`config.mk`:
```
export PLATFORM = sky130hd
export DESIGN_NAME = frame_cadence_interp_scheduler
export DESIGN_NICKNAME = d
export VERILOG_FILES = /design/src/rtl/fcis_pkg.sv /design/src/rtl/fcis_csr.sv /design/src/rtl/fcis_sched.sv /design/src/rtl/fcis_out_reg.sv /design/src/rtl/frame_cadence_interp_scheduler.sv
export SDC_FILE = /design/constraint.sdc
export NUM_CORES = 1
export LEC_CHECK = 0
export ABC_CLOCK_PERIOD_IN_PS = 9000
export BUFFER_PORTS_ARGS = -buffer_cell sky130_fd_sc_hd__clkbuf_2
export CELL_PAD_IN_SITES_DETAIL_PLACEMENT = 1
export CELL_PAD_IN_SITES_GLOBAL_PLACEMENT = 1
export CORE_MARGIN = 10
export CORE_UTILIZATION = 49
export CTS_BUF_LIST = sky130_fd_sc_hd__clkbuf_4
export DETAILED_ROUTE_END_ITERATION = 10
export PLACE_DENSITY_LB_ADDON = 0.15
export SKIP_CTS_REPAIR_TIMING = 1
export SLEW_MARGIN = 10
export SYNTH_ARGS = -nofsm -noshare
export SYNTH_HDL_FRONTEND = slang
export SYNTH_SLANG_ARGS = --single-unit
```
`constraint.sdc`:
```
create_clock -name clock -period 9 [get_ports clock]
set_clock_uncertainty 0.15 [all_clocks]
set_input_delay 2.7 -clock clock [delete_from_list [all_inputs] [get_ports clock]]
set_output_delay 2.7 -clock clock [all_outputs]
set_load 0.03 [all_outputs]
```
`src/rtl/fcis_pkg.sv`:
```
`timescale 1ns / 1ps
`default_nettype none
// ============================================================================
// fcis_pkg: shared types and constants of the frame cadence scheduler
// Register indexes, reset values, result kinds and the control struct that
// carries the configuration registers to the scheduling logic.
// ============================================================================
package fcis_pkg;

   // Register indexes on the configuration port.
   localparam logic [1:0] CSR_ENABLE        = 2'd0;
   localparam logic [1:0] CSR_MAX_HOLD      = 2'd1;
   localparam logic [1:0] CSR_BYPASS_STREAK = 2'd2;

   localparam int CSR_ADDR_BITS = 2;
   localparam int CSR_DATA_BITS = 8;

   // Reset values of the configuration registers.
   localparam logic       ENABLE_RESET        = 1'b0;
   localparam logic [3:0] MAX_HOLD_RESET      = 4'd4;
   localparam logic [7:0] BYPASS_STREAK_RESET = 8'd8;

   // The streak of single-refresh frames saturates here.
   localparam logic [7:0] STREAK_MAX = 8'd255;

   typedef enum logic [1:0] {
      KIND_PASS   = 2'd0,
      KIND_STORED = 2'd1,
      KIND_INTERP = 2'd2
   } kind_type;

   typedef struct packed {
      logic       enable;
      logic [3:0] max_hold;
      logic [7:0] bypass_streak;
   } csr_type;

endpackage
`default_nettype wire

```
`src/rtl/fcis_csr.sv`:
```
`timescale 1ns / 1ps
`default_nettype none
// ============================================================================
// fcis_csr: configuration registers
// Holds enable, max_hold and bypass_streak, written through a plain write port.
// ============================================================================
module fcis_csr (
   input  wire logic                                 clock,
   input  wire logic                                 reset,
   input  wire logic                                 csr_wen,
   input  wire logic [fcis_pkg::CSR_ADDR_BITS-1:0]   csr_addr,
   input  wire logic [fcis_pkg::CSR_DATA_BITS-1:0]   csr_wdata,
   output fcis_pkg::csr_type                         cfg
);

   fcis_pkg::csr_type cfg_ff;
   fcis_pkg::csr_type cfg_in;

   always_comb begin
      cfg_in = cfg_ff;
      if (csr_wen) begin
         unique case (csr_addr)
            fcis_pkg::CSR_ENABLE:        cfg_in.enable        = csr_wdata[0];
            fcis_pkg::CSR_MAX_HOLD:      cfg_in.max_hold      = csr_wdata[3:0];
            fcis_pkg::CSR_BYPASS_STREAK: cfg_in.bypass_streak = csr_wdata[7:0];
            default:                     cfg_in               = cfg_ff;
         endcase
      end
   end

   always_ff @(posedge clock) begin
      if (reset) begin
         cfg_ff.enable        <= fcis_pkg::ENABLE_RESET;
         cfg_ff.max_hold      <= fcis_pkg::MAX_HOLD_RESET;
         cfg_ff.bypass_streak <= fcis_pkg::BYPASS_STREAK_RESET;
      end else begin
         cfg_ff <= cfg_in;
      end
   end

   assign cfg = cfg_ff;

endmodule
`default_nettype wire

```
`src/rtl/fcis_sched.sv`:
```
`timescale 1ns / 1ps
`default_nettype none
// ============================================================================
// fcis_sched: cadence tracking and step queue
// Holds the scheduling state and computes the result for the offered origin.
// The state advances on every accepted request while scheduling is enabled.
// ============================================================================
module fcis_sched #(
   parameter int ORIGIN_BITS = 24
) (
   input  wire logic                     clock,
   input  wire logic                     reset,
   input  fcis_pkg::csr_type             cfg,
   input  wire logic                     advance,
   input  wire logic [ORIGIN_BITS-1:0]   origin,
   output fcis_pkg::kind_type            res_kind,
   output logic      [ORIGIN_BITS-1:0]   res_frame,
   output logic      [ORIGIN_BITS-1:0]   res_older,
   output logic      [3:0]               res_num,
   output logic      [3:0]               res_den,
   output logic                          res_flow
);

   logic                   seen_any_ff,  seen_any_in;
   logic [ORIGIN_BITS-1:0] last_seen_ff, last_seen_in;
   logic [3:0]             hold_ff,      hold_in;
   logic [7:0]             streak_ff,    streak_in;
   logic                   have_cur_ff,  have_cur_in;
   logic [ORIGIN_BITS-1:0] cur_ff,       cur_in;
   logic [ORIGIN_BITS-1:0] prev_ff,      prev_in;
   logic                   qvalid_ff,    qvalid_in;
   logic [3:0]             qpos_ff,      qpos_in;
   logic [3:0]             qden_ff,      qden_in;

   logic [3:0] max_hold_eff;
   logic [3:0] k;
   logic       novel;

   always_comb begin
      max_hold_eff = (cfg.max_hold == 4'd0) ? 4'd1 : cfg.max_hold;
      novel        = !seen_any_ff || (origin != last_seen_ff);

      // Hold count of the frame that just ended, clamped to 1..max_hold.
      k = hold_ff;
      if (k == 4'd0) begin
         k = 4'd1;
      end
      if (k > max_hold_eff) begin
         k = max_hold_eff;
      end

      seen_any_in  = seen_any_ff;
      last_seen_in = last_seen_ff;
      hold_in      = hold_ff;
      streak_in    = streak_ff;
      have_cur_in  = have_cur_ff;
      cur_in       = cur_ff;
      prev_in      = prev_ff;
      qvalid_in    = qvalid_ff;
      qpos_in      = qpos_ff;
      qden_in      = qden_ff;
      res_flow     = 1'b0;

      if (novel) begin
         qvalid_in = 1'b0;
         if (have_cur_ff) begin
            if (k == 4'd1) begin
               if (streak_ff < fcis_pkg::STREAK_MAX) begin
                  streak_in = streak_ff + 8'd1;
               end
            end else begin
               streak_in = 8'd0;
            end
            prev_in   = cur_ff;
            cur_in    = origin;
            qvalid_in = 1'b1;
            if ((streak_in < cfg.bypass_streak) && (k >= 4'd2)) begin
               res_flow = 1'b1;
               qpos_in  = 4'd1;
               qden_in  = k;
            end else begin
               qpos_in = 4'd0;
               qden_in = 4'd0;
            end
         end else begin
            cur_in      = origin;
            have_cur_in = 1'b1;
         end
         last_seen_in = origin;
         seen_any_in  = 1'b1;
         hold_in      = 4'd1;
      end else if (hold_ff < max_hold_eff) begin
         hold_in = hold_ff + 4'd1;
      end

      res_kind  = fcis_pkg::KIND_PASS;
      res_frame = origin;
      res_older = '0;
      res_num   = 4'd0;
      res_den   = 4'd0;

      // Pop one queue entry, or pass the scanout through.
      if (streak_in >= cfg.bypass_streak) begin
         qvalid_in = 1'b0;
         res_flow  = 1'b0;
      end else if (!qvalid_in) begin
         res_flow = 1'b0;
      end else if (qpos_in >= qden_in) begin
         qvalid_in = 1'b0;
         res_flow  = 1'b0;
         res_kind  = fcis_pkg::KIND_STORED;
         res_frame = cur_in;
      end else begin
         res_kind  = fcis_pkg::KIND_INTERP;
         res_frame = cur_in;
         res_older = prev_in;
         res_num   = qpos_in;
         res_den   = qden_in;
         qpos_in   = qpos_in + 4'd1;
      end

      if (!cfg.enable) begin
         res_kind  = fcis_pkg::KIND_PASS;
         res_frame = origin;
         res_older = '0;
         res_num   = 4'd0;
         res_den   = 4'd0;
         res_flow  = 1'b0;
      end
   end

   always_ff @(posedge clock) begin
      if (reset) begin
         seen_any_ff  <= 1'b0;
         last_seen_ff <= '0;
         hold_ff      <= 4'd0;
         streak_ff    <= 8'd0;
         have_cur_ff  <= 1'b0;
         cur_ff       <= '0;
         prev_ff      <= '0;
         qvalid_ff    <= 1'b0;
         qpos_ff      <= 4'd0;
         qden_ff      <= 4'd0;
      end else if (advance && cfg.enable) begin
         seen_any_ff  <= seen_any_in;
         last_seen_ff <= last_seen_in;
         hold_ff      <= hold_in;
         streak_ff    <= streak_in;
         have_cur_ff  <= have_cur_in;
         cur_ff       <= cur_in;
         prev_ff      <= prev_in;
         qvalid_ff    <= qvalid_in;
         qpos_ff      <= qpos_in;
         qden_ff      <= qden_in;
      end
   end

endmodule
`default_nettype wire

```
`src/rtl/fcis_out_reg.sv`:
```
`timescale 1ns / 1ps
`default_nettype none
// ============================================================================
// fcis_out_reg: result register
// Holds one result until the consumer takes it and packs it onto the bus.
// ============================================================================
module fcis_out_reg #(
   parameter int ORIGIN_BITS = 24,
   parameter int DATA_BITS   = 64
) (
   input  wire logic                     clock,
   input  wire logic                     reset,
   input  wire logic                     load,
   input  fcis_pkg::kind_type            res_kind,
   input  wire logic [ORIGIN_BITS-1:0]   res_frame,
   input  wire logic [ORIGIN_BITS-1:0]   res_older,
   input  wire logic [3:0]               res_num,
   input  wire logic [3:0]               res_den,
   input  wire logic                     res_flow,
   input  wire logic                     rsp_tready,
   output logic                          rsp_tvalid,
   output logic      [DATA_BITS-1:0]     rsp_tdata,
   output logic      [1:0]               rsp_tuser,
   output logic                          free
);

   localparam int USED_BITS = 2 * ORIGIN_BITS + 9;

   logic                   valid_ff, valid_in;
   fcis_pkg::kind_type     kind_ff;
   logic [ORIGIN_BITS-1:0] frame_ff;
   logic [ORIGIN_BITS-1:0] older_ff;
   logic [3:0]             num_ff;
   logic [3:0]             den_ff;
   logic                   flow_ff;

   // The register can take a new result when empty or being drained now.
   assign free = !valid_ff || rsp_tready;

   always_comb begin
      valid_in = valid_ff;
      if (load) begin
         valid_in = 1'b1;
      end else if (rsp_tready) begin
         valid_in = 1'b0;
      end
   end

   always_ff @(posedge clock) begin
      if (reset) begin
         valid_ff <= 1'b0;
      end else begin
         valid_ff <= valid_in;
      end
   end

   always_ff @(posedge clock) begin
      if (load) begin
         kind_ff  <= res_kind;
         frame_ff <= res_frame;
         older_ff <= res_older;
         num_ff   <= res_num;
         den_ff   <= res_den;
         flow_ff  <= res_flow;
      end
   end

   assign rsp_tvalid = valid_ff;
   assign rsp_tuser  = kind_ff;
   assign rsp_tdata  = {{(DATA_BITS - USED_BITS){1'b0}},
                        flow_ff, den_ff, num_ff, older_ff, frame_ff};

endmodule
`default_nettype wire

```
`src/rtl/frame_cadence_interp_scheduler.sv`:
```
`timescale 1ns / 1ps
`default_nettype none
// ============================================================================
// frame_cadence_interp_scheduler: refresh cadence and interpolation scheduler
// Takes one frame buffer origin per display refresh and tells the display
// path what to show: the scanout itself, the stored novel frame, or an
// interpolation between the two latest novel frames at phase num/den.
// ============================================================================
//
//  Channel | Direction | Handshake              | Contents
//  --------+-----------+------------------------+------------------------------
//  req_    | in        | req_tvalid/req_tready  | tdata: origin
//  rsp_    | out       | rsp_tvalid/rsp_tready  | tdata: frame, older, num, den,
//          |           |                        |        start_flow; tuser: kind
//  csr_    | in        | csr_wen (no wait)      | csr_addr, csr_wdata
//
// Every request is handled combinationally: the scheduling logic reads the
// state registers and the offered origin, and on acceptance writes the new
// state and the result register at the same clock edge. One request can be
// accepted on every cycle while the result register has room. A result that
// is not taken stalls the request side only while the result register is
// full and rsp_tready is low; a request is accepted in the same cycle in
// which the waiting result leaves. Reset is synchronous and clears the
// scheduling state, the result valid flag and the configuration registers to
// their defaults (disabled, max_hold 4, bypass streak 8).
//
module frame_cadence_interp_scheduler #(
   parameter int ORIGIN_BITS = 24
) (
   input  wire logic                                clock,
   input  wire logic                                reset,

   input  wire logic                                req_tvalid,
   output logic                                     req_tready,
   // Bits from lowest: origin, then zero fill.
   input  wire logic [((ORIGIN_BITS + 7) / 8) * 8 - 1:0] req_tdata,

   output logic                                     rsp_tvalid,
   input  wire logic                                rsp_tready,
   // Bits from lowest: frame_origin, older_origin, phase_num, phase_den,
   // start_flow, then zero fill.
   output logic [((2 * ORIGIN_BITS + 9 + 7) / 8) * 8 - 1:0] rsp_tdata,
   // Bits from lowest: kind.
   output logic [1:0]                               rsp_tuser,

   input  wire logic                                csr_wen,
   input  wire logic [fcis_pkg::CSR_ADDR_BITS-1:0]  csr_addr,
   input  wire logic [fcis_pkg::CSR_DATA_BITS-1:0]  csr_wdata
);

   localparam int RSP_BITS = ((2 * ORIGIN_BITS + 9 + 7) / 8) * 8;

   fcis_pkg::csr_type  cfg;
   fcis_pkg::kind_type res_kind;
   logic [ORIGIN_BITS-1:0] res_frame;
   logic [ORIGIN_BITS-1:0] res_older;
   logic [3:0]             res_num;
   logic [3:0]             res_den;
   logic                   res_flow;
   logic                   out_free;
   logic                   req_accept;

   // A request is taken whenever the result register has room for its result.
   assign req_tready = out_free;
   assign req_accept = req_tvalid && out_free;

   fcis_csr u_csr (
      .clock     (clock),
      .reset     (reset),
      .csr_wen   (csr_wen),
      .csr_addr  (csr_addr),
      .csr_wdata (csr_wdata),
      .cfg       (cfg)
   );

   fcis_sched #(
      .ORIGIN_BITS (ORIGIN_BITS)
   ) u_sched (
      .clock     (clock),
      .reset     (reset),
      .cfg       (cfg),
      .advance   (req_accept),
      .origin    (req_tdata[ORIGIN_BITS-1:0]),
      .res_kind  (res_kind),
      .res_frame (res_frame),
      .res_older (res_older),
      .res_num   (res_num),
      .res_den   (res_den),
      .res_flow  (res_flow)
   );

   fcis_out_reg #(
      .ORIGIN_BITS (ORIGIN_BITS),
      .DATA_BITS   (RSP_BITS)
   ) u_out_reg (
      .clock      (clock),
      .reset      (reset),
      .load       (req_accept),
      .res_kind   (res_kind),
      .res_frame  (res_frame),
      .res_older  (res_older),
      .res_num    (res_num),
      .res_den    (res_den),
      .res_flow   (res_flow),
      .rsp_tready (rsp_tready),
      .rsp_tvalid (rsp_tvalid),
      .rsp_tdata  (rsp_tdata),
      .rsp_tuser  (rsp_tuser),
      .free       (out_free)
   );

endmodule
`default_nettype wire
```
==> metrics.csv, run 1 <==
stage,metric,value,unit
cts,cts.sinks,167,
global_routing,grt_overflow,0,
floorplanning,die_y,146,um
cts,numCtsBuffers,17,
setup_path,crit_family,compound AO/OA/AOI/OAI gates,
detailed_routing,drt-initial-drc-count,430,
sta,fmax,0.141,GHz
sta,tightest_slew,1.16,ns
placement,io_buffers,99,
global_routing,antenna_found_initial,1,
yosys,ys_seq_area_frac,0.503,
global_routing,grt_max_degree,110,
setup_path,worstPathRequired,9.30,ns
sta,finalMaxSlewViolations,0,
yosys,synth_edf_count,59,
floorplanning,core.rowCount,46,
setup_path,max_stage_delay,0.82,ns
pwr,p_total,1.37,mW
floorplanning,dieWidth,146,um
detailed_routing,first_pass_iters,4,
floorplanning,core-area,0.0158,sq mm
setup_path,crit_type,input pin to flip-flop,
setup_path,cp-start-kind,input pin,
detailed_routing,via_count,6330,
setup_path,worst-path-buf-inv,3,
global_routing,grt_pass1_vias,6895,
yosys,synth_top_area_frac,0.276,
floorplanning,start_util,0.496,
cts,htree_levels,4,
floorplanning,io_pins,107,
setup_path,worstPathArrival,7.42,ns
sta,period_minus_slack,7.12,ns
cells_and_area,fill_cells,1880,
detailed_routing,wl,22000,um
min_path,min_path_type,flip-flop to flip-flop,
cells_and_area,nNetsFinal,979,
sta,finalCritPeriodShare,0.791,
yosys,syn_area,0.00783,sq mm
placement,postPlaceCellArea,0.00844,sq mm
yosys,yosysWarnings,0,
yosys,synth_async_sr_flop_share,0,
detailed_routing,drt.antenna.violating_nets,0,
yosys,synth-seq-cells,167,
yosys,syn_avg_cell_area,9.42,sq um
cts,cts_tree,yes,
setup_path,worstPathCellList,clkbuf_2 -> xor2_1 -> nor4_1 -> nand4_1 -> o21ai_2 -> o21ai_0 -> ha_1 -> a21o_1 -> a2111oi_0 -> o21ai_1 -> a21oi_2 -> o2111ai_2 -> buf_4 -> inv_1 -> and3_1,
global_routing,grt_usage,0.205,
pwr,power.static_leakage,3.41,nW
status,outcome,completed,
pwr,power.density,157,mW/mm^2
global_routing,grt_pass1_wl,35500,um
yosys,ys_types,59,
cts,clkLatencyLatePin,0.60,ns
pwr,ir_drop,0.111,mV
setup_path,crit_path_end_kind,flip-flop,
yosys,synth_largest_area_cell,dfxtp_1,
cts,clkTransAtPathRegs,0.14,ns
detailed_routing,route.detailed.drc,0,
setup_path,worst-path-max-fanout,22,
placement,hpwl,15600,um
sta,relSlewSlack,0.227,
sta,setup_viol_count_final,0,
yosys,synthCells,831,
sta,rsz0062_at_grt,no,
yosys,synth_area_leaders,"dfxtp_1 28%, edfxtp_1 23%, nand2_1 9.6%",
cells_and_area,synthToLayoutAreaGrowth,11.5,%
run,cap_violations,0,
detailed_routing,wl_per_cell,19.3,um
cts,clockBufferDepth,2,
sta,hold_viol,0,
cts,cts-root-buf,clkbuf_4,
setup_path,slowest_stage,o21ai_2,
sta,tns,0,ns
yosys,synth_ff_type,dfxtp_1,
detailed_routing,routed_via_density,5.55,
cells_and_area,drive_above_1_share,0.198,
cells_and_area,fin_area,0.00872,sq mm
placement,gp_congestion,0.877,
floorplanning,dieArea,0.0214,sq mm
kinds of logic after synthesis:
family                   Yosys count  share of synthesized area
XOR/XNOR                          28                     0.0313
other                              1                   0.000479
buffers and inverters             73                     0.0435
AO/OA/AOI/OAI                    181                      0.133
flip-flops                       167                      0.503
adder cells (fa/ha/maj)           30                     0.0480
AND/OR/NAND/NOR                  307                      0.171
multiplexers                      44                     0.0702
report_power, final:
| part | total [mW] | switching (mW) | internal [mW] | leakage, nW |
|---|---|---|---|---|
| clock network | 0.433 | 0.287 | 0.146 | 0.134 |
| logic | 0.123 | 0.0865 | 0.0366 | 1.82 |
| registers | 0.810 | 0.00972 | 0.800 | 1.46 |
| total | 1.37 | 0.384 | 0.983 | 3.41 |
through the flow:
step	hold slack [ns]	instances	worst slack (ns)	utilization
3_5_place_dp	0.300	1107	1.36	0.535
2_1_floorplan	0.284	837	2.97	-
4_1_cts	0.320	1139	1.57	0.552
6_report	0.316	1141	1.88	0.553
3_3_place_gp	0.292	1107	1.64	0.535
5_1_grt	0.337	1141	1.47	0.553
path summary, 6_finish.rpt:
kind	endpoint	depth (start not counted)	startpoint	slack, ns
setup reg to reg	u_out_reg.num_ff[1]$_SDFFCE_PP0P_	24	u_sched.hold_ff[0]$_SDFFE_PP0P_	2.02
setup / recovery	u_out_reg.num_ff[1]$_SDFFCE_PP0P_	15	req_tdata[5]	1.88
hold / removal	u_sched.prev_ff[18]$_SDFFE_PP0P_	2	u_sched.prev_ff[18]$_SDFFE_PP0P_	0.32
hold reg to reg	u_sched.prev_ff[18]$_SDFFE_PP0P_	2	u_sched.prev_ff[18]$_SDFFE_PP0P_	0.32
placed cells by master, fill, tap and decap left out, types with 8 or more instances in the layout:
cell and instances:
a21oi_1 123, buf_4 9, clkbuf_2 98, clkbuf_4 18, dfxtp_1 108, edfxtp_1 59
ha_1 30, inv_1 20, mux2_4 20, mux2i_1 17, nand2_1 200, nand3_1 8
nor2_1 40, nor3_1 13, o21ai_0 16, xnor2_1 10, xor2_1 18
cell usage after synthesis, types with 3 or more instances:
cell type and instances:
a21o_1 4, o2111ai_1 3, xor2_1 18, nand2b_1 7
buf_4 10, clkbuf_1 27, nor2_1 40, buf_1 3
xnor2_1 10, mux2_4 20, buf_2 11, nor4_1 4
a211oi_1 4, mux2i_1 17, and4_1 3, and3_1 7
ha_1 30, a21oi_1 124, mux2_2 7, nand4_1 6
and2_1 7, nand3_1 8, o21ai_0 16, a31oi_1 4
nor3_1 13, edfxtp_1 59, nand2_1 200, dfxtp_1 108
inv_1 20
metal layers:
metal,global-route usage,wire [um],vias to the layer above
met2,0.355,11100,128
met1,0.243,9370,3133
li1,-,-,3032
met5,0,0,-
met3,0.0470,1020,37
met4,0.0731,448,0
cell type report:
class                   count  area (sq um)  area share
flip-flops and latches    167          3930       0.451
multi-input cells         597          3610       0.413
repair buffers            107           558      0.0640
well taps                 216           270      0.0310
clock inverters            14           140      0.0161
clock buffers              18           135      0.0155
inverters                  20          75.1     0.00861
diodes                      2          5.00    0.000574
registers in the layout, summed over array words and instances, names as in the netlist, 2 cells and up:
name,cells
u_csr.cfg,13
u_out_reg.den_ff,4
u_out_reg.frame_ff,24
u_out_reg.num_ff,4
u_out_reg.older_ff,24
u_out_reg.rsp_tuser,2
u_sched.cur_ff,24
u_sched.hold_ff,4
u_sched.last_seen_ff,24
u_sched.prev_ff,24
u_sched.qden_ff,4
u_sched.qpos_ff,4
u_sched.streak_ff,8
worst reg2reg max path, delay by kind of cell, from the launching register on:
kind / cells / cell delay, ns
compound gates: 10 / 2.98
simple gates: 6 / 1.22
fa+ha+maj: 4 / 1.11
buf+inv: 3 / 0.62
flops: 1 / 0.50
mux: 1 / 0.26
Power figures use the tool's default switching activity.
==> inputs of run 2 (changes only) <==
--- a/config.mk
+++ b/config.mk
@@ -5,12 +5,12 @@
 export SDC_FILE = /design/constraint.sdc
 export NUM_CORES = 1
 export LEC_CHECK = 0
-export ABC_CLOCK_PERIOD_IN_PS = 9000
+export ABC_CLOCK_PERIOD_IN_PS = 6150
 export BUFFER_PORTS_ARGS = -buffer_cell sky130_fd_sc_hd__clkbuf_2
 export CELL_PAD_IN_SITES_DETAIL_PLACEMENT = 1
 export CELL_PAD_IN_SITES_GLOBAL_PLACEMENT = 1
 export CORE_MARGIN = 10
-export CORE_UTILIZATION = 49
+export CORE_UTILIZATION = 41
 export CTS_BUF_LIST = sky130_fd_sc_hd__clkbuf_4
 export DETAILED_ROUTE_END_ITERATION = 10
 export PLACE_DENSITY_LB_ADDON = 0.15
==> constraint.sdc (replaced) <==
create_clock -name clock -period 6.15 [get_ports clock]
set_clock_uncertainty 0.15 [all_clocks]
set_input_delay 1.845 -clock clock [delete_from_list [all_inputs] [get_ports clock]]
set_output_delay 1.845 -clock clock [all_outputs]
set_load 0.03 [all_outputs]
==> run 2 against run 1 <==
  * Worst setup slack worse by 1.5 ns
  * Final cell count increased by 2.3%
  * Total power increased by 45%
  * Routed wire length increased by 0.52%
  * Sequential cell count is the same
  * Sequential power increased by 46%
==> metrics.csv, run 2 (synthesized netlist as in run 1, its figures left out) <==
stage,metric,value,unit
pwr,power_frac_seq,0.597,
sta,rsz0062_at_grt,no,
detailed_routing,via_count,6295,
sta,finalCritPeriodShare,0.938,
global_routing,grt_max_degree,75,
sta,tns,0,ns
detailed_routing,routed_via_density,5.39,
pwr,power.density,224,mW/mm^2
sta,period_minus_slack,5.77,ns
detailed_routing,wl,22100,um
cts,clkLatencyLatePin,0.58,ns
sta,tightest_slew,0.916,ns
pwr,p_int,1.43,mW
setup_path,worstPathRequired,6.50,ns
pwr,p_comb_frac,0.093,
placement,gp_congestion,0.802,
cts,clkTransAtPathRegs,0.13,ns
detailed_routing,drt-initial-drc-count,324,
cells_and_area,synthToLayoutAreaGrowth,13.3,%
sta,fmax,0.173,GHz
sta,setup_viol_count_final,0,
cts,cts.sinks,167,
pwr,power.static_leakage,3.47,nW
pwr,switchingPower,550,uW
cells_and_area,diodes,0,
sta,whs,0.317,ns
floorplanning,dieWidth,158,um
detailed_routing,route.detailed.drc,0,
sta,hold_viol,0,
setup_path,worst-path-max-fanout,13,
cts,htree_levels,4,
floorplanning,die_y,158,um
detailed_routing,wl_per_cell,18.9,um
setup_path,crit_path_end_kind,flip-flop,
status,outcome,completed,
floorplanning,start_util,0.417,
floorplanning,io_pins,107,
pwr,p_clk_frac,0.310,
floorplanning,dieArea,0.0250,sq mm
global_routing,antenna_found_initial,0,
placement,hpwl,15900,um
global_routing,grt_pass1_vias,6663,
cells_and_area,final_cell_mix,"200 x nand2_1, 121 x a21oi_1, 106 x dfxtp_1",
cells_and_area,drive_above_1_share,0.214,
cells_and_area,layout_commonest_cell,nand2_1,
setup_path,crit_type,flip-flop to flip-flop,
global_routing,grt_pass1_wl,35300,um
pwr,p_sw_frac,0.277,
cells_and_area,fin_cells,1167,
min_path,min_path_type,flip-flop to flip-flop,
sta,finalMaxSlewViolations,0,
pwr,p_total,1.98,mW
cts,numCtsBuffers,17,
cells_and_area,nNetsFinal,989,
run,cap_violations,0,
detailed_routing,first_pass_iters,4,
global_routing,grt_usage,0.179,
setup_path,worstPathArrival,6.12,ns
pwr,ir_drop,0.106,mV
placement,place_inst,1133,
floorplanning,core-area,0.0188,sq mm
cts,cts-root-buf,clkbuf_4,
setup_path,cp-start-kind,flip-flop,
global_routing,grt_overflow,0,
floorplanning,core.rowCount,50,
cts,clockBufferDepth,2,
detailed_routing,drt.antenna.violating_nets,0,
placement,io_buffers,99,
sta,relSlewSlack,0.389,
cells_and_area,fin_util,0.472,
cts,cts_tree,yes,
-- run 2: cell count changes in the layout (fill, tap and decap cells not counted), sizes merged --
cell / delta
diode: -2
clkinvlp: -3
buf: +10
inv: -1
clkinv: +4
-- run 2: cell type report --
cell class / instances / area [sq um]
clock buffer: 18 / 135
tap: 234 / 293
fill: 2219 / 9900
sequential: 167 / 3940
timing repair buffer: 117 / 646
clock inverter: 14 / 124
multi-input combinational: 597 / 3660
inverter: 20 / 75.1
-- run 2: worst max-delay path: stages, from the launching register on --
cell       delay [ns]
dfxtp_4          0.41
inv_1            0.06
ha_1             0.23
a21oi_2          0.20
ha_1             0.27
nor2b_1          0.16
o41ai_4          0.27
o21ai_1          0.17
a2bb2oi_2        0.19
buf_4            0.21
nor2_2           0.21
ha_1             0.28
a21o_1           0.16
a211o_1          0.28
o22a_2           0.28
nor3_4           0.25
a21oi_2          0.10
ha_1             0.30
nand2b_1         0.15
a21oi_1          0.13
o21ai_0          0.18
a21oi_2          0.19
buf_4            0.16
o2111ai_1        0.16
or3_1            0.35
a31oi_1          0.15
-- run 2: layer usage --
layer	global-route usage	wire [um]	vias up
li1	-	-	3040
met1	0.218	9980	3100
met2	0.302	10600	123
met3	0.0431	1110	32
met4	0.0591	375	0
met5	0	0	-
-- run 2: per-stage QoR --
step                      setup slack [ns]  instance area, sq um
after floorplan                      0.845                  7850
after global placement              0.0728                  8530
after detailed placement            -0.156                  8530
after CTS                           -0.200                  8790
after global routing                0.0241                  8870
final                                0.382                  8870
-- run 2: power groups by stage --
stage	sequential (mW)	clock, mW	combinational, mW
after detailed placement	1.21	0	0.184
after global routing	1.19	0.687	0.200
after floorplan	1.25	0	0.0812
final	1.18	0.614	0.185
after global placement	1.21	0	0.179
after CTS	1.19	0.638	0.185
-- run 2: worst paths after layout --
path | from | end | slack [ns] | cells past startpoint
worst max-delay path | u_sched.hold_ff[0]$_SDFFE_PP0P_ | u_sched.qpos_ff[2]$_SDFFE_PP0P_ | 0.38 | 25
worst min-delay path | u_sched.qden_ff[0]$_SDFFE_PP0P_ | u_sched.qden_ff[0]$_SDFFE_PP0P_ | 0.32 | 2
worst max register to register | u_sched.hold_ff[0]$_SDFFE_PP0P_ | u_sched.qpos_ff[2]$_SDFFE_PP0P_ | 0.38 | 25
worst min register to register | u_sched.qden_ff[0]$_SDFFE_PP0P_ | u_sched.qden_ff[0]$_SDFFE_PP0P_ | 0.32 | 2
